[src/sv/rbca_pkg.sv]
// rbca_pkg: shared types, widths and codes for the reorder buffer core
// used by reorder_buffer_cumulative_ack_core, rbca_alu and rbca_checker
// no dependencies
package rbca_pkg;

    localparam int DEPTH_DEF = 16;
    localparam int SEQ_W     = 32;
    localparam int LEN_W     = 16;
    localparam int BYTES_W   = 20;
    localparam int SEGS_W    = 9;
    localparam int OUT_W     = 3;

    localparam logic [SEQ_W-1:0] INIT_BASE = 32'd1;

    typedef enum logic [OUT_W-1:0] {
        OUT_CORRUPT   = 3'd0,
        OUT_DUPLICATE = 3'd1,
        OUT_DELIVERED = 3'd2,
        OUT_BUFFERED  = 3'd3,
        OUT_FULL      = 3'd4
    } t_outcome;

    typedef enum logic [3:0] {
        ST_IDLE,
        ST_CHECK,
        ST_SCAN,
        ST_DECIDE,
        ST_SHIFT,
        ST_INSERT,
        ST_RUN,
        ST_ADVANCE,
        ST_COMPACT,
        ST_DONE
    } t_state;

    typedef struct packed {
        logic [SEQ_W-1:0] seq;
        logic [LEN_W-1:0] len;
    } t_entry;

    typedef struct packed {
        logic               ack_valid;
        logic [SEQ_W-1:0]   ack_no;
        t_outcome           outcome;
        logic [BYTES_W-1:0] bytes;
        logic [SEGS_W-1:0]  segs;
    } t_result;

    // operands of the shared sequence unit: a + b, and c against d
    typedef struct packed {
        logic [SEQ_W-1:0] a;
        logic [SEQ_W-1:0] b;
        logic [SEQ_W-1:0] c;
        logic [SEQ_W-1:0] d;
    } t_alu_in;

    typedef struct packed {
        logic [SEQ_W-1:0] sum;
        logic             eq;
        logic             lt;
    } t_alu_out;

endpackage

[src/sv/rbca_alu.sv]
// rbca_alu: shared 32-bit sequence unit, one wrapping add and one unsigned compare
// depends on rbca_pkg
module rbca_alu (
    input  rbca_pkg::t_alu_in  i_op,
    output rbca_pkg::t_alu_out o_res
);

    always_comb begin
        o_res.sum = i_op.a + i_op.b;
        o_res.eq  = (i_op.c == i_op.d);
        o_res.lt  = (i_op.c < i_op.d);
    end

endmodule

[src/sv/reorder_buffer_cumulative_ack_core.sv]
// reorder_buffer_cumulative_ack_core: receive-side reorder buffer with cumulative ack
// depends on rbca_pkg and rbca_alu
//
//  channel   dir  handshake                       payload
//  s_axis    in   i_s_axis_tvalid/o_s_axis_tready  tdata seq,len; tuser checksum_ok; tlast fin
//  m_axis    out  o_m_axis_tvalid/i_m_axis_tready  tdata ack,bytes,segs; tuser ack_valid,outcome
//  cfg       in   i_cfg_valid/o_cfg_ready          i_cfg_data initial_base
//
// one segment word at a time; the shared sequence unit and the one-read one-write buffer
// memory set the time, which grows with the held entries scanned, the entries shifted,
// the run length and the entries moved
// corrupt and below-base words go from the check straight to the done state
// synchronous active-low reset: base = 1, buffer empty; no clearing pass
// a finished result waits in the output register while the next word is taken;
// a stalled output register holds the sequencer in its done state
// a config write reloads the base and empties the buffer
module reorder_buffer_cumulative_ack_core #(
    parameter int BUFFER_DEPTH = rbca_pkg::DEPTH_DEF
) (
    input  logic        i_clk,
    input  logic        i_rst_n,
    // input segment header
    input  logic        i_s_axis_tvalid,
    output logic        o_s_axis_tready,
    input  logic [47:0] i_s_axis_tdata,   // [31:0] seq_no, [47:32] data_length
    input  logic [0:0]  i_s_axis_tuser,   // [0] checksum_ok
    input  logic        i_s_axis_tlast,   // fin_flag
    // result
    output logic        o_m_axis_tvalid,
    input  logic        i_m_axis_tready,
    output logic [63:0] o_m_axis_tdata,   // [31:0] ack_no, [51:32] delivered_bytes,
                                          // [60:52] delivered_segments, [63:61] zero
    output logic [3:0]  o_m_axis_tuser,   // [0] ack_valid, [3:1] outcome
    // configuration
    input  logic        i_cfg_valid,
    output logic        o_cfg_ready,
    input  logic [31:0] i_cfg_data        // initial_base
);

    localparam int AW = (BUFFER_DEPTH > 1) ? $clog2(BUFFER_DEPTH) : 1;
    localparam int CW = $clog2(BUFFER_DEPTH + 1);
    localparam int SEQ_W   = rbca_pkg::SEQ_W;
    localparam int BYTES_W = rbca_pkg::BYTES_W;
    localparam int SEGS_W  = rbca_pkg::SEGS_W;

    // control state
    rbca_pkg::t_state   r_state, n_state;
    logic [SEQ_W-1:0]   r_base, n_base;
    logic [CW-1:0]      r_count, n_count;
    logic               r_out_valid, n_out_valid;
    logic               r_rv, n_rv;         // read data valid in r_rdata
    logic               r_brk, n_brk;       // read issue finished

    // working registers
    logic               r_ok, n_ok;
    logic [SEQ_W-1:0]   r_seq, n_seq;
    logic [15:0]        r_len, n_len;
    logic               r_fin, n_fin;
    logic [CW-1:0]      r_ra, n_ra;         // next read index
    logic [CW-1:0]      r_rtag, n_rtag;     // index of the data in r_rdata
    logic [CW-1:0]      r_pos, n_pos;       // held entries below the new seq
    logic               r_dup, n_dup;
    logic [CW-1:0]      r_run, n_run;
    logic [SEQ_W-1:0]   r_end, n_end;       // seq + len of last run entry
    logic [BYTES_W-1:0] r_bytes, n_bytes;
    rbca_pkg::t_result  r_pend, n_pend;
    rbca_pkg::t_result  r_res, n_res;

    // buffer memory, one read and one write port
    rbca_pkg::t_entry   r_mem [BUFFER_DEPTH];
    rbca_pkg::t_entry   r_rdata;
    logic               mem_re, mem_we;
    logic [CW-1:0]      rd_idx, wr_idx;
    logic [AW-1:0]      rd_addr, wr_addr;
    rbca_pkg::t_entry   wr_data;

    rbca_pkg::t_alu_in  alu_in;
    rbca_pkg::t_alu_out alu_out;

    logic [CW-1:0]      cnt_last;
    logic [BYTES_W:0]   bsum;
    logic [BYTES_W-1:0] bsat;
    logic               in_acc;

    rbca_alu u_alu (
        .i_op  (alu_in),
        .o_res (alu_out)
    );

    assign rd_addr  = rd_idx[AW-1:0];
    assign wr_addr  = wr_idx[AW-1:0];
    assign cnt_last = r_count - 1'b1;
    assign in_acc   = i_s_axis_tvalid && o_s_axis_tready;

    // saturating byte total for the entry at the read port
    assign bsum = {1'b0, r_bytes} + (BYTES_W+1)'(r_rdata.len);
    assign bsat = bsum[BYTES_W] ? {BYTES_W{1'b1}} : bsum[BYTES_W-1:0];

    assign o_s_axis_tready = (r_state == rbca_pkg::ST_IDLE);
    assign o_cfg_ready     = 1'b1;
    assign o_m_axis_tvalid = r_out_valid;
    assign o_m_axis_tdata  = {3'b000, r_res.segs, r_res.bytes, r_res.ack_no};
    assign o_m_axis_tuser  = {r_res.outcome, r_res.ack_valid};

    always_comb begin
        n_state     = r_state;
        n_base      = r_base;
        n_count     = r_count;
        n_out_valid = r_out_valid && !i_m_axis_tready;
        n_rv        = r_rv;
        n_brk       = r_brk;
        n_ok        = r_ok;
        n_seq       = r_seq;
        n_len       = r_len;
        n_fin       = r_fin;
        n_ra        = r_ra;
        n_rtag      = r_rtag;
        n_pos       = r_pos;
        n_dup       = r_dup;
        n_run       = r_run;
        n_end       = r_end;
        n_bytes     = r_bytes;
        n_pend      = r_pend;
        n_res       = r_res;
        mem_re      = 1'b0;
        mem_we      = 1'b0;
        rd_idx      = r_ra;
        wr_idx      = r_pos;
        wr_data     = r_rdata;
        alu_in      = '0;

        case (r_state)
            rbca_pkg::ST_IDLE: begin
                if (in_acc) begin
                    n_ok    = i_s_axis_tuser[0];
                    n_seq   = i_s_axis_tdata[31:0];
                    n_len   = i_s_axis_tdata[47:32];
                    n_fin   = i_s_axis_tlast;
                    n_state = rbca_pkg::ST_CHECK;
                end
            end

            rbca_pkg::ST_CHECK: begin
                alu_in.c            = r_seq;
                alu_in.d            = r_base;
                n_pend.ack_no       = r_base;
                n_pend.bytes        = '0;
                n_pend.segs         = '0;
                n_ra                = '0;
                n_pos               = '0;
                n_dup               = 1'b0;
                n_rv                = 1'b0;
                if (!r_ok) begin
                    n_pend.ack_valid = 1'b0;
                    n_pend.outcome   = rbca_pkg::OUT_CORRUPT;
                    n_state          = rbca_pkg::ST_DONE;
                end else if (alu_out.lt) begin
                    n_pend.ack_valid = 1'b1;
                    n_pend.outcome   = rbca_pkg::OUT_DUPLICATE;
                    n_state          = rbca_pkg::ST_DONE;
                end else if (r_count == '0) begin
                    n_state = rbca_pkg::ST_DECIDE;
                end else begin
                    n_state = rbca_pkg::ST_SCAN;
                end
            end

            // one held entry a cycle: equal seq is a duplicate, smaller ones set the slot
            rbca_pkg::ST_SCAN: begin
                n_rv = 1'b0;
                if (r_ra < r_count) begin
                    mem_re = 1'b1;
                    rd_idx = r_ra;
                    n_ra   = r_ra + 1'b1;
                    n_rtag = r_ra;
                    n_rv   = 1'b1;
                end
                if (r_rv) begin
                    alu_in.c = r_rdata.seq;
                    alu_in.d = r_seq;
                    if (alu_out.eq) begin
                        n_dup = 1'b1;
                    end
                    if (alu_out.lt) begin
                        n_pos = r_pos + 1'b1;
                    end
                    if (r_rtag == cnt_last) begin
                        n_state = rbca_pkg::ST_DECIDE;
                    end
                end
            end

            rbca_pkg::ST_DECIDE: begin
                n_brk = 1'b0;
                n_rv  = 1'b0;
                n_ra  = cnt_last;
                if (r_dup) begin
                    n_pend.ack_valid = 1'b1;
                    n_pend.outcome   = rbca_pkg::OUT_DUPLICATE;
                    n_state          = rbca_pkg::ST_DONE;
                end else if (r_count == CW'(BUFFER_DEPTH)) begin
                    n_pend.ack_valid = 1'b0;
                    n_pend.outcome   = rbca_pkg::OUT_FULL;
                    n_state          = rbca_pkg::ST_DONE;
                end else if (r_count == r_pos) begin
                    n_state = rbca_pkg::ST_INSERT;
                end else begin
                    n_state = rbca_pkg::ST_SHIFT;
                end
            end

            // move entries pos..count-1 up by one, from the top down
            rbca_pkg::ST_SHIFT: begin
                n_rv = 1'b0;
                if (!r_brk) begin
                    mem_re = 1'b1;
                    rd_idx = r_ra;
                    n_rtag = r_ra;
                    n_rv   = 1'b1;
                    if (r_ra == r_pos) begin
                        n_brk = 1'b1;
                    end else begin
                        n_ra = r_ra - 1'b1;
                    end
                end
                if (r_rv) begin
                    mem_we  = 1'b1;
                    wr_idx  = r_rtag + 1'b1;
                    wr_data = r_rdata;
                    if (r_rtag == r_pos) begin
                        n_state = rbca_pkg::ST_INSERT;
                    end
                end
            end

            rbca_pkg::ST_INSERT: begin
                mem_we      = 1'b1;
                wr_idx      = r_pos;
                wr_data.seq = r_seq;
                wr_data.len = r_len;
                n_count     = r_count + 1'b1;
                alu_in.c    = r_seq;
                alu_in.d    = r_base;
                n_ra        = '0;
                n_rv        = 1'b0;
                n_brk       = 1'b0;
                n_run       = '0;
                n_bytes     = '0;
                if (alu_out.eq) begin
                    n_state = rbca_pkg::ST_RUN;
                end else begin
                    n_pend.ack_valid = 1'b1;
                    n_pend.outcome   = rbca_pkg::OUT_BUFFERED;
                    n_state          = rbca_pkg::ST_DONE;
                end
            end

            // walk the contiguous run from entry 0
            rbca_pkg::ST_RUN: begin
                n_rv = 1'b0;
                if (!r_brk && (r_ra < r_count)) begin
                    mem_re = 1'b1;
                    rd_idx = r_ra;
                    n_ra   = r_ra + 1'b1;
                    n_rtag = r_ra;
                    n_rv   = 1'b1;
                end
                if (r_rv) begin
                    alu_in.a = r_rdata.seq;
                    alu_in.b = SEQ_W'(r_rdata.len);
                    alu_in.c = r_rdata.seq;
                    alu_in.d = r_end;
                    if ((r_rtag == '0) || alu_out.eq) begin
                        n_end   = alu_out.sum;
                        n_bytes = bsat;
                        n_run   = r_run + 1'b1;
                        if (r_rtag == cnt_last) begin
                            n_state = rbca_pkg::ST_ADVANCE;
                            n_rv    = 1'b0;
                            n_brk   = 1'b1;
                        end
                    end else begin
                        // gap found, drop the read already in flight
                        n_state = rbca_pkg::ST_ADVANCE;
                        n_rv    = 1'b0;
                        n_brk   = 1'b1;
                    end
                end
            end

            rbca_pkg::ST_ADVANCE: begin
                alu_in.a         = r_end;
                alu_in.b         = SEQ_W'(r_fin);
                n_base           = alu_out.sum;
                n_pend.ack_valid = 1'b1;
                n_pend.ack_no    = alu_out.sum;
                n_pend.outcome   = rbca_pkg::OUT_DELIVERED;
                n_pend.bytes     = r_bytes;
                n_pend.segs      = SEGS_W'(r_run);
                n_ra             = r_run;
                n_brk            = 1'b0;
                n_rv             = 1'b0;
                if (r_run == r_count) begin
                    n_count = '0;
                    n_state = rbca_pkg::ST_DONE;
                end else begin
                    n_state = rbca_pkg::ST_COMPACT;
                end
            end

            // move the entries after the run down to the head
            rbca_pkg::ST_COMPACT: begin
                n_rv = 1'b0;
                if (!r_brk) begin
                    mem_re = 1'b1;
                    rd_idx = r_ra;
                    n_rtag = r_ra;
                    n_rv   = 1'b1;
                    if (r_ra == cnt_last) begin
                        n_brk = 1'b1;
                    end else begin
                        n_ra = r_ra + 1'b1;
                    end
                end
                if (r_rv) begin
                    mem_we  = 1'b1;
                    wr_idx  = r_rtag - r_run;
                    wr_data = r_rdata;
                    if (r_rtag == cnt_last) begin
                        n_count = r_count - r_run;
                        n_rv    = 1'b0;
                        n_state = rbca_pkg::ST_DONE;
                    end
                end
            end

            rbca_pkg::ST_DONE: begin
                if (!r_out_valid || i_m_axis_tready) begin
                    n_out_valid = 1'b1;
                    n_res       = r_pend;
                    n_state     = rbca_pkg::ST_IDLE;
                end
            end

            default: begin
                n_state = rbca_pkg::ST_IDLE;
            end
        endcase

        // restart the stream on a config word
        if (i_cfg_valid && o_cfg_ready) begin
            n_base  = i_cfg_data;
            n_count = '0;
        end
    end

    always_ff @(posedge i_clk) begin
        if (!i_rst_n) begin
            r_state     <= rbca_pkg::ST_IDLE;
            r_base      <= rbca_pkg::INIT_BASE;
            r_count     <= '0;
            r_out_valid <= 1'b0;
            r_rv        <= 1'b0;
            r_brk       <= 1'b0;
        end else begin
            r_state     <= n_state;
            r_base      <= n_base;
            r_count     <= n_count;
            r_out_valid <= n_out_valid;
            r_rv        <= n_rv;
            r_brk       <= n_brk;
        end
    end

    always_ff @(posedge i_clk) begin
        r_ok    <= n_ok;
        r_seq   <= n_seq;
        r_len   <= n_len;
        r_fin   <= n_fin;
        r_ra    <= n_ra;
        r_rtag  <= n_rtag;
        r_pos   <= n_pos;
        r_dup   <= n_dup;
        r_run   <= n_run;
        r_end   <= n_end;
        r_bytes <= n_bytes;
        r_pend  <= n_pend;
        r_res   <= n_res;
    end

    always_ff @(posedge i_clk) begin
        if (mem_we) begin
            r_mem[wr_addr] <= wr_data;
        end
    end

    always_ff @(posedge i_clk) begin
        if (mem_re) begin
            r_rdata <= r_mem[rd_addr];
        end
    end

endmodule

[config.mk]
export PLATFORM = sky130hd
export DESIGN_NAME = reorder_buffer_cumulative_ack_core
export DESIGN_NICKNAME = d
export VERILOG_FILES = /design/src/sv/rbca_pkg.sv /design/src/sv/rbca_alu.sv /design/src/sv/reorder_buffer_cumulative_ack_core.sv
export SDC_FILE = /design/constraint.sdc
export NUM_CORES = 1
export LEC_CHECK = 0
export ABC_CLOCK_PERIOD_IN_PS = 9200
export BUFFER_PORTS_ARGS = -buffer_cell sky130_fd_sc_hd__buf_2
export CAP_MARGIN = 20
export CELL_PAD_IN_SITES_DETAIL_PLACEMENT = 0
export CELL_PAD_IN_SITES_GLOBAL_PLACEMENT = 2
export CORE_MARGIN = 10
export CORE_UTILIZATION = 39
export DETAILED_ROUTE_END_ITERATION = 8
export GPL_TIMING_DRIVEN = 0
export PLACE_DENSITY = 0.74
export SLEW_MARGIN = 20
export SYNTH_ARGS = -nofsm -noshare
export SYNTH_HDL_FRONTEND = slang
export SYNTH_SLANG_ARGS = --single-unit
export TNS_END_PERCENT = 100
[constraint.sdc]
create_clock -name i_clk -period 9.2 [get_ports i_clk]
set_clock_uncertainty 0.1 [all_clocks]
set_input_delay 1.84 -clock i_clk [delete_from_list [all_inputs] [get_ports i_clk]]
set_output_delay 1.84 -clock i_clk [all_outputs]
set_load 0.005 [all_outputs]
Word-level counts from Yosys, hierarchy flattened
Memories as Yosys holds them, arrays and structs flattened. A register that Yosys moved wholly into a read port is not among the register bits.
Index checks and enable logic that the tools add are counted.
- reduce and logical (&&, ||, !) cells: 38
- bitwise operators: 1
- eq/ne operators: 41
- add/subtract/negate cells: 11
- $lt $le $gt $ge: 2
- mux-type cells: 96
- operator list (cell ; count):
    $pmux 64 s3 ; 1
    $mux 128 ; 1
    $pmux 64 s2 ; 1
    $mux 5 ; 16
    $mux 4 ; 18
    $mux 32 ; 2
    $mux 64 ; 1
    $pmux 32 s2 ; 1
    $mux 20 ; 3
    $pmux 29 s2 ; 1
    $mux 48 ; 1
    $ne 2x2->1 const B ; 20
    $pmux 20 s2 ; 1
    $pmux 4 s10 ; 1
    $pmux 5 s7 ; 1
    $add 32x32->32 ; 1
    $eq 32x32->1 ; 1
    $lt 32x32->1 ; 1
    $eq 5x5->1 ; 6
    $mux 1 ; 30
    $pmux 5 s3 ; 2
    $add 20x16->21 ; 1
    $add 5x1->5 const B ; 4
    $pmux 5 s2 ; 2
    38 further kinds ; 72
- RAM bits: 768
- memories kept: 1
- word-level logic and storage cells: 217
- output and inout port bits: 71
- bits in registers: 297
- memories (name ; depth ; bits a word ; rd ports ; clocked after Yosys merged registers in ; wr ports ; line ; RTL):
    r_mem ; 16 ; 48 ; 1 ; 1 ; 1 ; reorder_buffer_cumulative_ack_core.sv:70 ; rbca_pkg::t_entry r_mem [BUFFER_DEPTH];

Depth between registers and ports, before layout
Gate-level depths: netlist of the first run.
- depth after elaboration: 8
- gate-level depth with buffers: 19
- gate-level depth less buffers: 13

Cells and area by module
Synthesis of the first run repeated with hierarchy kept, for this count alone.
- cell total of the unflattened synthesis: 2698
- area, all modules: 47045.1 sq um
- by module, submodules not included (module ; area an instance (sq um) ; instances ; cells each):
    reorder_buffer_cumulative_ack_core ; 44564.0 ; 1 ; 2357
    rbca_alu ; 2481.1 ; 1 ; 341

Worst setup path after synthesis of the first run
No wires, ideal clock.
- path type: register to register
- from: register r_ra[0]
- to: register r_rdata[0] (netlist name)
- path slack: 3190 ps
- cell stages (with the launch flop): 13
- library setup time: 520 ps
- path buffers: 3
- clock period less this slack: 6010 ps
- arrival time: 5390 ps
- path through: edfxtp_1 clkbuf_1 buf_2 buf_2 inv_1 ha_1 nor2b_1 o21a_1 o21a_1 o21a_1 nor2_1 a311oi_1 o21ai_0
- cells in the longest elaborated chain, start to end: 4
- RTL lines (what ; line ; RTL):
    start, declared ; reorder_buffer_cumulative_ack_core.sv:59 ; logic [CW-1:0] r_ra, n_ra;
    start signal, assigned ; reorder_buffer_cumulative_ack_core.sv:380 ; r_ra <= n_ra;
    $lt 5x5->1 * ; reorder_buffer_cumulative_ack_core.sv:171, reorder_buffer_cumulative_ack_core.sv:261 ;
    $logic_and 1x1->1 ; reorder_buffer_cumulative_ack_core.sv:261 ; if (!r_brk && (r_ra < r_count)) begin
    $mux 1 ; reorder_buffer_cumulative_ack_core.sv:261 ;
    $pmux 1 s3 * ; reorder_buffer_cumulative_ack_core.sv:132 ; case (r_state)
    named net mem_re ; reorder_buffer_cumulative_ack_core.sv:72 ; logic mem_re, mem_we;
The timed path passes the listed nets; every way through them passes the cells marked *.
A chain may end at the register's enable or synchronous reset.

Worst setup path in the final report of the first run
- from: register r_rv
- to: register r_run[0] (enable)
- cells in the longest elaborated chain, start to end: 6
- RTL lines (what ; line ; RTL):
    start, declared ; reorder_buffer_cumulative_ack_core.sv:51 ; logic r_rv, n_rv;
    start signal, assigned ; reorder_buffer_cumulative_ack_core.sv:370 ; r_rv <= n_rv;
    $mux 128 / $mux 64 (equally long branches) ; reorder_buffer_cumulative_ack_core.sv:268, reorder_buffer_cumulative_ack_core.sv:178 ;
    $pmux 64 s3 ; reorder_buffer_cumulative_ack_core.sv:132 ;
    $eq 32x32->1 ; rbca_alu.sv:10 ; o_res.eq = (i_op.c == i_op.d);
    $logic_or 1x1->1 ; reorder_buffer_cumulative_ack_core.sv:273 ; if ((r_rtag == '0) || alu_out.eq) begin
    $ne 2x2->1 (no line) ; n/a ;
    $reduce_and 3->1 (no line) * ; n/a ;
    end signal, assigned ; reorder_buffer_cumulative_ack_core.sv:384 ; r_run <= n_run;
    end, declared ; reorder_buffer_cumulative_ack_core.sv:63 ; logic [CW-1:0] r_run, n_run;
Every way passes the cells marked *; elsewhere a longest branch is shown, timed or not.

==> summary.txt, run 1 <==
Status
  – Status: finished, final reports clean

Clock tree
  – Setup Fix Bufs, Post-CTS: 0
  – TritonCTS clock tree: built
  – Clock sink count: 1105
  – Maximum root-to-sink buffer count: 3
  – Cts repair resizes: 0
  – # hold bufs at CTS: 0
  – Clk slew on worst S/H paths: 0.06 ns
  – H-tree Lvls: 3
  – CTS root buffer: clkbuf_16
  – CTS Buf Count: 112
  – Latest clock arrival within the worst-skew pair: 0.72 ns

Placement
  – # port buffers: 148
  – Detailed placement HPWL: 94.9 mm
  – Placed cells: 4504
  – GPL Wtd Cong: 0.911
  – DP Area: 0.0506 mm^2

Timing
  – Rel. slew slack: 22.8%
  – Final Hold Fails: 0
  – Slew Viols, Final: 0
  – Fin crit period: 6.93 ns
  – RSZ-0062 raised after global routing: false
  – Worst Max-Slew Pin Slew: 1.15 ns
  – Fmax: 144 MHz
  – Final Cycle Share: 75.3%
  – Worst Hold Slack: 0.318 ns
  – Endpoints failing setup: 0

Synthesis
  – Syn Inst Count: 2695
  – Synth top area cells: edfxtp_1 68%, mux4_2 12%, ha_1 2.3%
  – Synth cell types: 83
  – FFs w/ async S/R, synth: 0%
  – Post-synthesis cell area: 0.0468 mm^2
  – Ys Warns: 0
  – Top FF cell, synth: edfxtp_1
  – Yosys top cell by area: edfxtp_1
  – EDFF count, synth: 1061
  – Seq/Total Area, Yosys: 70.0%
  – Avg Inst Size Synth: 17.4 um^2
  – Top-area cell type share of the netlist area: 68.1%
  – Yosys reg bits: 1105

Floorplanning
  – # IOs: 158
  – Die X: 366 um
  – Die ar.: 0.134 mm^2
  – # rows: 127
  – Core area: 0.119 mm^2
  – Die Ht: 366 um
  – Starting density of the core: 39.2%

GRT
  – Largest net degree at the start of global routing: 40
  – First-pass GRT wire length: 192 mm
  – Congestion Overflow GR: 0
  – Vias in the first global route: 27.3k
  – All-layer global routing usage: 19.3%
  – Initial antenna violation count: 2

Critical path
  – Reg2reg setup slack: 2.27 ns
  – Reg2Reg Depth: 13
  – Worst EP arrival: 7.18 ns
  – Reg2reg end: r_run[0]
  – Critical path endpoint: r_run[0]
  – CP Cell Sequence: clkbuf_1 > clkbuf_1 > and3_1 > clkbuf_1 > clkbuf_1 > a22oi_1 > ha_1 > nand4_1 > nor3_1 > nand4_1 > o41ai_1 > and2_2 > or2_2
  – Worst setup SP type: flip-flop
  – Worst Path Max Fanout: 25
  – Critical Path Slowest Stage Cell: nor3_1
  – Setup CP Type: flip-flop to flip-flop
  – CP required: 9.45 ns
  – Crit path launch: r_rv
  – Reg-to-Reg Start: r_rv
  – Crit. End Element: flip-flop
  – Most common cell on crit path: clkbuf_1
  – Crit-path max cell delay: 0.97 ns

Layout
  – Final Core Density: 45.6%
  – Design Area, Final: 0.0545 mm^2
  – Fill cells: 10.3k
  – Layout area overhead: 16.4%
  – Nets: 3184
  – Inserted Diodes: 0
  – Final cell count without fillers: 4714
  – Share of layout cells above drive strength 1: 23.7%
  – Most common library cell in the layout ignoring fill and taps: edfxtp_1
  – Most frequent cells in the layout: 1061 x edfxtp_1, 242 x nand2_1, 240 x mux4_2

Detailed routing
  – Initial detailed-routing violation count: 2755
  – Drt drc: 0
  – DRT Wirelength: 132 mm
  – Routed Antenna Nets: 0
  – Routed vias: 26.4k
  – First-pass DRT Iterations: 5
  – DR vias/cell: 5.60
  – Routed length per instance: 27.9 um

Pwr
  – Logic pwr share: 25.8%
  – Cell Int Power: 10800 uW
  – Leak pwr: 0.0184 uW
  – Worst ir drop on vdd: 0.157 mV
  – Switching pwr: 4600 uW
  – Flop pwr share: 43.7%
  – Switching share of power: 29.9%
  – PwrDens: 282 mW/mm^2
  – Clock power share: 30.5%

Worst hold path
  – Hold/Removal Path Class: flip-flop to flip-flop

Flow run
  – # Max-Cap Violations: 0
[flip-flops by register name, summed over array words and instances, names as in the netlist, 20 cells and up]
| name | cells |
|---|---|
| r_pend | 61 |
| r_rdata | 48 |
| r_mem | 768 |
| r_seq | 32 |
| r_base | 32 |
| o_m_axis_tdata | 57 |
| r_bytes | 20 |
| r_end | 32 |
[cell type report]
| cell class | instances | area, um^2 | share of cell area (%) |
|---|---|---|---|
| Clock inverter | 77 | 888 | 1.63 |
| Clock buffer | 133 | 2920 | 5.37 |
| Tap cell | 1612 | 2020 | 3.70 |
| Timing Repair Buffer | 191 | 1690 | 3.10 |
| Inverter | 41 | 154 | 0.283 |
| Multi-Input combinational cell | 1400 | 13400 | 24.6 |
| Sequential cell | 1105 | 32700 | 60.1 |
| Buffer | 155 | 654 | 1.20 |
[synthesized netlist by cell type, types with 44 or more instances]
library cell	n
nor2_1	67
xnor2_1	50
and2_1	44
edfxtp_1	1061
a21oi_1	78
dfxtp_1	44
a22o_1	49
o21ai_0	61
mux4_2	240
clkbuf_1	100
nand2_1	243
ha_1	86
[stage by stage]
| step | worst slack, ns | TNS, ns | total power, uW |
|---|---|---|---|
| after floorplan | 3.19 | 0 | 9310 |
| after global placement | -1.98 | -94.55 | 10700 |
| after detailed placement | 2.41 | 0 | 10800 |
| after CTS | 2.41 | 0 | 15500 |
| after global routing | 2.09 | 0 | 16000 |
| final | 2.27 | 0 | 15400 |
[logic make-up (layout without fill, tap and decap cells)]
group           count (synthesis)  after routing  synth area share (%)
flops                        1105           1105                  70.0
simple gates                  522            522                  5.28
compound gates                403            403                  6.12
mux                           288            288                  12.7
buf+inv                       196            597                  1.68
fa+ha+maj                      91             91                  2.51
xor+xnor                       88             88                  1.74
other cells                     2              8                0.0161
[worst min-delay path by stage]
stage,start,end,slack [ns],cells after the start
3_5_place_dp,r_pend[48],o_m_axis_tdata[16],0.30,0
6_report,r_pend[48],o_m_axis_tdata[16],0.32,0
4_1_cts,r_pend[38],o_m_axis_tdata[6],0.32,0
2_1_floorplan,r_pend[32],o_m_axis_tdata[0],0.30,0
3_3_place_gp,r_pend[3],o_m_axis_tdata[55],0.30,0
5_1_grt,r_pend[38],o_m_axis_tdata[6],0.31,0
[power groups by stage]
stage | logic [uW] | clock network [uW] | registers [uW]
finish | 3970 | 4690 | 6710
global route | 4300 | 4980 | 6730
CTS | 4020 | 4780 | 6700
detailed placement | 4010 | 0 | 6810
global placement | 3800 | 0 | 6860
floorplan | 2720 | 0 | 6590
[worst max-delay path: cells and delay by family (launching register included)]
| family | cells | cell delay, ns |
|---|---|---|
| fa+ha+maj | 1 | 0.34 |
| buf+inv | 4 | 1.94 |
| compound gates | 2 | 0.51 |
| simple gates | 6 | 3.19 |
| flops | 1 | 0.42 |
[routing by layer]
metal	GRT usage (%)	share of wire, %
met5	0	0
met1	26.0	42
met2	32.1	49
met4	6.29	2.9
met3	2.72	5.9
No activity file was read; power rests on OpenSTA's default activity.
==> inputs of run 2 (changes only) <==
--- a/config.mk
+++ b/config.mk
@@ -5,7 +5,7 @@
 export SDC_FILE = /design/constraint.sdc
 export NUM_CORES = 1
 export LEC_CHECK = 0
-export ABC_CLOCK_PERIOD_IN_PS = 9200
+export ABC_CLOCK_PERIOD_IN_PS = 5800
 export BUFFER_PORTS_ARGS = -buffer_cell sky130_fd_sc_hd__buf_2
 export CAP_MARGIN = 20
 export CELL_PAD_IN_SITES_DETAIL_PLACEMENT = 0
@@ -14,7 +14,7 @@
 export CORE_UTILIZATION = 39
 export DETAILED_ROUTE_END_ITERATION = 8
 export GPL_TIMING_DRIVEN = 0
-export PLACE_DENSITY = 0.74
+export PLACE_DENSITY = 0.77
 export SLEW_MARGIN = 20
 export SYNTH_ARGS = -nofsm -noshare
 export SYNTH_HDL_FRONTEND = slang
==> constraint.sdc (replaced) <==
create_clock -name i_clk -period 5.8 [get_ports i_clk]
set_clock_uncertainty 0.1 [all_clocks]
set_input_delay 1.16 -clock i_clk [delete_from_list [all_inputs] [get_ports i_clk]]
set_output_delay 1.16 -clock i_clk [all_outputs]
set_load 0.005 [all_outputs]
==> run 2 against run 1 <==
Maximum frequency rose by 25%. Global-route usage fell by 0.18 points. Cell area fell by 0.69%. Sequential power rose by 58%. Via count fell by 0.18%. Sequential share of layout area rose by 0.42 points. Critical path depth did not move. Total power rose by 55%. Setup slack got worse by 2.0 ns. Non-clock buffer count fell by 8. Cell count fell by 0.32%. Critical endpoint is now r_run[4]. Largest power group unchanged.
==> summary.txt, run 2 (same netlist as run 1, synthesis figures left out) <==
Placement
  – Detailed placement HPWL: 93.4 mm
  – Placed cells: 4498
  – GPL Wtd Cong: 0.901
  – Pre-CTS setup slack: -1.19 ns
  – # port buffers: 148

GRT
  – Initial antenna violation count: 5
  – Congestion Overflow GR: 0
  – Vias in the first global route: 26.9k
  – Largest net degree at the start of global routing: 38
  – All-layer global routing usage: 19.1%
  – First-pass GRT wire length: 190 mm

Timing
  – Worst Max-Slew Pin Slew: 1.08 ns
  – Fin crit period: 5.54 ns
  – RSZ-0062 raised after global routing: false
  – Final Cycle Share: 95.5%
  – Final Hold Fails: 0
  – Fmax: 181 MHz
  – Endpoints failing setup: 0
  – Slew Viols, Final: 0
  – PnR worst setup slack: 0.261 ns
  – Rel. slew slack: 27.5%

Floorplanning
  – Core area: 0.119 mm^2
  – Die X: 366 um
  – # IOs: 158
  – Die ar.: 0.134 mm^2
  – Die Ht: 366 um
  – # rows: 127
  – Starting density of the core: 39.2%

Layout
  – Fill cells: 10.2k
  – Final cell count without fillers: 4699
  – Layout area overhead: 15.6%
  – Share of layout cells above drive strength 1: 23.5%
  – Most common library cell in the layout ignoring fill and taps: edfxtp_1
  – Largest reg by FF count: r_mem
  – Nets: 3173
  – Inserted Diodes: 0
  – Max FFs per register: 768
  – Most frequent cells in the layout: 1061 x edfxtp_1, 242 x nand2_1, 240 x mux4_2

Clock tree
  – Clock sink count: 1105
  – # hold bufs at CTS: 0
  – H-tree Lvls: 3
  – CTS Buf Count: 109
  – Latest clock arrival within the worst-skew pair: 0.71 ns
  – Maximum root-to-sink buffer count: 3
  – CTS root buffer: clkbuf_16
  – TritonCTS clock tree: built
  – Clk slew on worst S/H paths: 0.06 ns

Pwr
  – PwrDens: 441 mW/mm^2
  – Switching pwr: 7240 uW
  – Tot Pwr: 23900 uW
  – Clock power share: 29.0%
  – Leak pwr: 0.0182 uW
  – Logic pwr share: 26.4%
  – Cell Int Power: 16600 uW
  – Worst ir drop on vdd: 0.256 mV
  – Flop pwr share: 44.6%
  – Switching share of power: 30.3%

Detailed routing
  – Routed Antenna Nets: 0
  – Routed vias: 26.3k
  – DRT Wirelength: 131 mm
  – Routed length per instance: 27.9 um
  – First-pass DRT Iterations: 5
  – Initial detailed-routing violation count: 2740
  – Drt drc: 0
  – DR vias/cell: 5.60

Critical path
  – Worst setup SP type: flip-flop
  – Setup CP Type: flip-flop to flip-flop
  – Crit-path max cell delay: 0.57 ns
  – CP required: 6.05 ns
  – Worst Path Max Fanout: 25
  – Worst EP arrival: 5.79 ns
  – Crit. End Element: flip-flop
  – Critical Path Slowest Stage Cell: nor3_2
  – CP Cell Sequence: clkbuf_1 > clkbuf_2 > and3_2 > clkbuf_1 > a22oi_1 > ha_1 > nand4_1 > nor3_2 > nand4_1 > o41ai_2 > and2_4 > buf_16 > or2_4

Flow run
  – # Max-Cap Violations: 0

Worst hold path
  – Hold/Removal Path Class: flip-flop to flip-flop

Status
  – Status: finished, final reports clean
[run 2: changes by cell type in the layout (fill, tap and decap cells not counted), moves of 2 or more]
| cell | previous run | this run |
|---|---|---|
| bufinv_16 | 16 | 7 |
| clkbuf_1 | 115 | 111 |
| clkbuf_4 | 0 | 3 |
| clkinv_4 | 3 | 0 |
| buf_16 | 17 | 15 |
| buf_8 | 2 | 0 |
| clkinv_1 | 25 | 27 |
| clkinv_2 | 18 | 20 |
| clkinvlp_4 | 8 | 6 |
| nor4_2 | 2 | 0 |
[run 2: what timing repair did]
action,in CTS,in global routing
buffers inserted,0,0
endpoints found under the setup margin,109,30
gates cloned,0,0
resized for setup,13,12
hold endpoints to repair,0,0
[run 2: area by class of cell]
cell class | instances | area [um^2] | area share (%)
repair buffers | 185 | 1590 | 2.93
multi-input cells | 1400 | 13400 | 24.8
well taps | 1612 | 2020 | 3.73
clock inverters | 68 | 593 | 1.10
plain buffers | 153 | 659 | 1.22
clock buffers | 135 | 2910 | 5.38
inverters | 41 | 154 | 0.284
flip-flops and latches | 1105 | 32700 | 60.5
[run 2: per-layer routing]
metal,part of all wire [%],track usage (%)
met1,42,25.5
met2,49,32.0
met3,6.6,3.17
met4,2.6,5.73
met5,0.030,0
[run 2: worst max-delay path: cells and delay by family (launching register included)]
kind / cells / cell delay (ns)
DFF: 1 / 0.41
AOI/OAI and AO/OA: 2 / 0.40
adders and majority gates: 1 / 0.35
and+or+nand+nor: 6 / 2.46
buffers and inverters: 4 / 1.40
[run 2: through the flow]
step           cell area [um^2]  TNS (ns)  utilization [%]  hold WS [ns]
6_report                  54100         0             45.3         0.318
5_1_grt                   54100         0             45.3         0.324
4_1_cts                   54100         0             45.2         0.319
3_5_place_dp              50500    -52.01             42.3         0.305
3_3_place_gp              49600  -1405.46             41.5         0.303
2_1_floorplan             46800         0                -         0.300
[run 2: path summary, 6_finish.rpt]
path         startpoint            endpoint  slack, ns  depth (start not counted)
max                r_rv            r_run[4]       0.26                         13
min reg2reg  r_pend[54]  o_m_axis_tdata[22]       0.32                          0
max reg2reg        r_rv            r_run[4]       0.26                         13
min          r_pend[54]  o_m_axis_tdata[22]       0.32                          0
[run 2: power by group through the flow]
stage | sequential, uW | clock, uW | combinational, uW
CTS | 10600 | 7070 | 6360
global route | 10700 | 7360 | 6780
global placement | 10900 | 0 | 6010
floorplan | 10400 | 0 | 4310
finish | 10600 | 6930 | 6290
detailed placement | 10800 | 0 | 6330
==> inputs of run 3 (changes only) <==
--- a/config.mk
+++ b/config.mk
@@ -5,16 +5,18 @@
 export SDC_FILE = /design/constraint.sdc
 export NUM_CORES = 1
 export LEC_CHECK = 0
+export ABC_AREA = 1
 export ABC_CLOCK_PERIOD_IN_PS = 5800
 export BUFFER_PORTS_ARGS = -buffer_cell sky130_fd_sc_hd__buf_2
 export CAP_MARGIN = 20
 export CELL_PAD_IN_SITES_DETAIL_PLACEMENT = 0
-export CELL_PAD_IN_SITES_GLOBAL_PLACEMENT = 2
+export CELL_PAD_IN_SITES_GLOBAL_PLACEMENT = 1
 export CORE_MARGIN = 10
 export CORE_UTILIZATION = 39
 export DETAILED_ROUTE_END_ITERATION = 8
 export GPL_TIMING_DRIVEN = 0
-export PLACE_DENSITY = 0.77
+export PLACE_DENSITY = 0.73
+export REMOVE_ABC_BUFFERS = 1
 export SLEW_MARGIN = 20
 export SYNTH_ARGS = -nofsm -noshare
 export SYNTH_HDL_FRONTEND = slang
==> run 3 against run 2 <==
Total power up 7.4%. Non-clock buffer count down 56. Global-route usage up 1.2 points. Register-to-register slack worse by 0.08 ns. Hold slack worse by 0.0081 ns. Flip-flop and latch count unchanged. Critical path depth up 2. Combinational power up 27%. Critical path type unchanged. Largest cell class unchanged.
==> summary.txt, run 3 <==
Status
  – Status: finished, final reports clean

Critical path
  – Crit. End Element: flip-flop
  – Reg2Reg Depth: 15
  – Reg2reg setup slack: 0.18 ns
  – CP required: 6.09 ns
  – Worst setup SP type: flip-flop
  – CP Cell Sequence: inv_1 > nor2_1 > inv_2 > nor2_4 > a21oi_1 > ha_1 > nand2_1 > nor2_1 > nand2_1 > nor2_1 > nand2_1 > a21oi_1 > inv_1 > nor2_4 > buf_12
  – Crit-path max cell delay: 0.85 ns
  – Reg-to-Reg Start: r_rv
  – Worst EP arrival: 5.91 ns
  – Worst Path Max Fanout: 48
  – Setup CP Type: flip-flop to flip-flop
  – Reg2reg end: r_end[31]
  – Critical Path Slowest Stage Cell: dfxtp_4

Layout
  – Share of layout cells above drive strength 1: 12.8%
  – Register area: 0.0327 mm^2
  – Area occupied by multi-input gates: 0.0131 mm^2
  – Final cell count without fillers: 5816
  – Nets: 4292
  – Most frequent cells in the layout: 1061 x edfxtp_1, 532 x nor2_1, 520 x nand2_1
  – Fill cells: 10.7k
  – Inserted Diodes: 0
  – Max FFs per register: 768
  – Most common library cell in the layout ignoring fill and taps: edfxtp_1
  – Layout area overhead: 18.4%
  – Design Area, Final: 0.0558 mm^2
  – Largest reg by FF count: r_mem

Detailed routing
  – DR vias/cell: 5.61
  – Met3 routed WL: 12.2 mm
  – Top Metal Used: met5
  – Routed vias: 32.6k
  – Initial detailed-routing violation count: 3568
  – Routed Antenna Nets: 0
  – Routed length per instance: 24.5 um
  – Drt drc: 0
  – Met2 wire length: 63.5 mm
  – M1 WL: 62.3 mm
  – DRT Wirelength: 143 mm
  – First-pass DRT Iterations: 5

Synthesis
  – Syn Inst Count: 3937
  – Top-area cell type share of the netlist area: 67.5%
  – FFs w/ async S/R, synth: 0%
  – Count leader, synth: edfxtp_1
  – Yosys top cell by area: edfxtp_1
  – Seq/Total Area, Yosys: 69.4%
  – Commonest cells post-synth: 1061 x edfxtp_1, 554 x nor2_1, 521 x nand2_1
  – Avg Inst Size Synth: 12.0 um^2
  – Synth cell types: 57
  – Ys Warns: 0
  – Post-synthesis cell area: 0.0472 mm^2
  – EDFF count, synth: 1061
  – Yosys reg bits: 1105
  – Synth top area cells: edfxtp_1 68%, o21ai_0 5.2%, nor2_1 4.4%
  – Top FF cell, synth: edfxtp_1

Timing
  – Worst Max-Slew Pin Slew: 1.17 ns
  – Final Cycle Share: 97.0%
  – Fmax: 178 MHz
  – PnR worst setup slack: 0.177 ns
  – Endpoints failing setup: 0
  – Rel. slew slack: 21.2%
  – Final Hold Fails: 0
  – RSZ-0062 raised after global routing: false
  – Slew Viols, Final: 0
  – Fin crit period: 5.62 ns

Pwr
  – Worst ir drop on vdd: 0.331 mV
  – Tot Pwr: 25600 uW
  – PwrDens: 459 mW/mm^2
  – Leak pwr: 0.0194 uW

Worst hold path
  – Hold/Removal Path Class: flip-flop to flip-flop
  – Hold path endpoint: o_m_axis_tdata[50]
  – Hold Path Stages: 0
  – Min-delay src: r_pend[27]

GRT
  – Vias in the first global route: 31.0k
  – All-layer global routing usage: 20.4%
  – Initial antenna violation count: 5
  – Largest net degree at the start of global routing: 129
  – Congestion Overflow GR: 0
  – First-pass GRT wire length: 209 mm

Floorplanning
  – Core area: 0.120 mm^2
  – Starting density of the core: 39.3%
  – # IOs: 158
  – Die Ht: 368 um
  – Die X: 368 um
  – # rows: 127
  – Die ar.: 0.135 mm^2

Clock tree
  – H-tree Lvls: 3
  – CTS Buf Count: 111
  – # hold bufs at CTS: 0
  – Clk slew on worst S/H paths: 0.06 ns
  – Maximum root-to-sink buffer count: 3
  – Latest clock arrival within the worst-skew pair: 0.72 ns
  – TritonCTS clock tree: built
  – CTS root buffer: clkbuf_16
  – Clock sink count: 1105

Placement
  – GPL Wtd Cong: 0.856
  – Pre-CTS setup slack: -0.273 ns
  – # port buffers: 149
  – Detailed placement HPWL: 93.9 mm
  – DP Area: 0.0521 mm^2
  – Placed cells: 5608

Flow run
  – # Max-Cap Violations: 0
==> run 3: cell count changes after synthesis, sizes merged, moves of 48 or more <==
cell    change
nor2      +494
o21ai     +435
nand2     +290
mux4      -240
inv       +175
o221ai    +144
o22ai     +112
clkbuf     +97
nand3      +84
o211ai     +48
==> run 3: stage by stage <==
step / setup TNS (ns) / utilization (%) / hold WS, ns
floorplan: -873.12 / - / 0.300
global placement: -6867.79 / 40.9 / 0.302
detailed placement: -6.45 / 43.4 / 0.305
global route: 0 / 46.5 / 0.324
CTS: 0 / 46.4 / 0.319
finish: 0 / 46.5 / 0.310
==> run 3: final cells by class <==
class	instances	area share, %
clock buffers	137	5.22
clock inverters	66	1.14
inverters	217	1.50
multi-input cells	2397	23.5
flip-flops and latches	1105	58.6
well taps	1612	3.61
repair buffers	282	6.39
==> run 3: worst max-delay path by stage <==
stage | startpoint | end | slack [ns] | cells after the start
2_1_floorplan | r_ra[0] | r_rdata[0] | -8.30 | 8
3_3_place_gp | r_ra[0] | r_rdata[12] | -24.84 | 8
3_5_place_dp | r_state[2] | r_end[26] | -0.27 | 15
4_1_cts | r_rv | r_end[22] | 0.11 | 15
5_1_grt | r_rv | r_end[22] | 0.11 | 15
6_report | r_rv | r_end[31] | 0.18 | 15
==> run 3: worst max-delay path, delay by kind of cell (launching register included) <==
| family | cells | cell delay (ns) |
|---|---|---|
| simple gates | 8 | 2.23 |
| buf+inv | 4 | 1.29 |
| fa+ha+maj | 1 | 0.31 |
| flops | 1 | 0.85 |
| compound gates | 2 | 0.43 |
==> run 3: metal layers <==
metal | vias up | track usage, %
met5 | - | 0
met1 | 16100 | 29.1
li1 | 14800 | -
met3 | 248 | 3.38
met2 | 1434 | 31.3
met4 | 2 | 6.90
==> run 3: timing repair <==
item	CTS	global route
setup buffers	3	0
gates cloned	1	0
resized for setup	1	1
setup endpoints to repair	43	20
pin swaps	1	0
==> run 3: where the power goes <==
group | leakage (uW) | switching [uW] | internal, uW | total (uW)
clock network | 0.00174 | 3050 | 3980 | 7030
logic | 0.00755 | 5360 | 2630 | 7990
registers | 0.0101 | 554 | 10100 | 10600
==> run 3: cells by family (layout without fill, tap and decap cells) <==
kind of cell	after synthesis	count (layout)	share of synthesized area, %
AOI/OAI and AO/OA	991	991	12.8
xor gates and xnor gates	52	52	0.997
adders and majority gates	91	91	2.49
buffers and inverters	442	702	3.61
DFF	1105	1105	69.4
other	2	8	0.0159
and+or+nand+nor	1254	1255	10.7
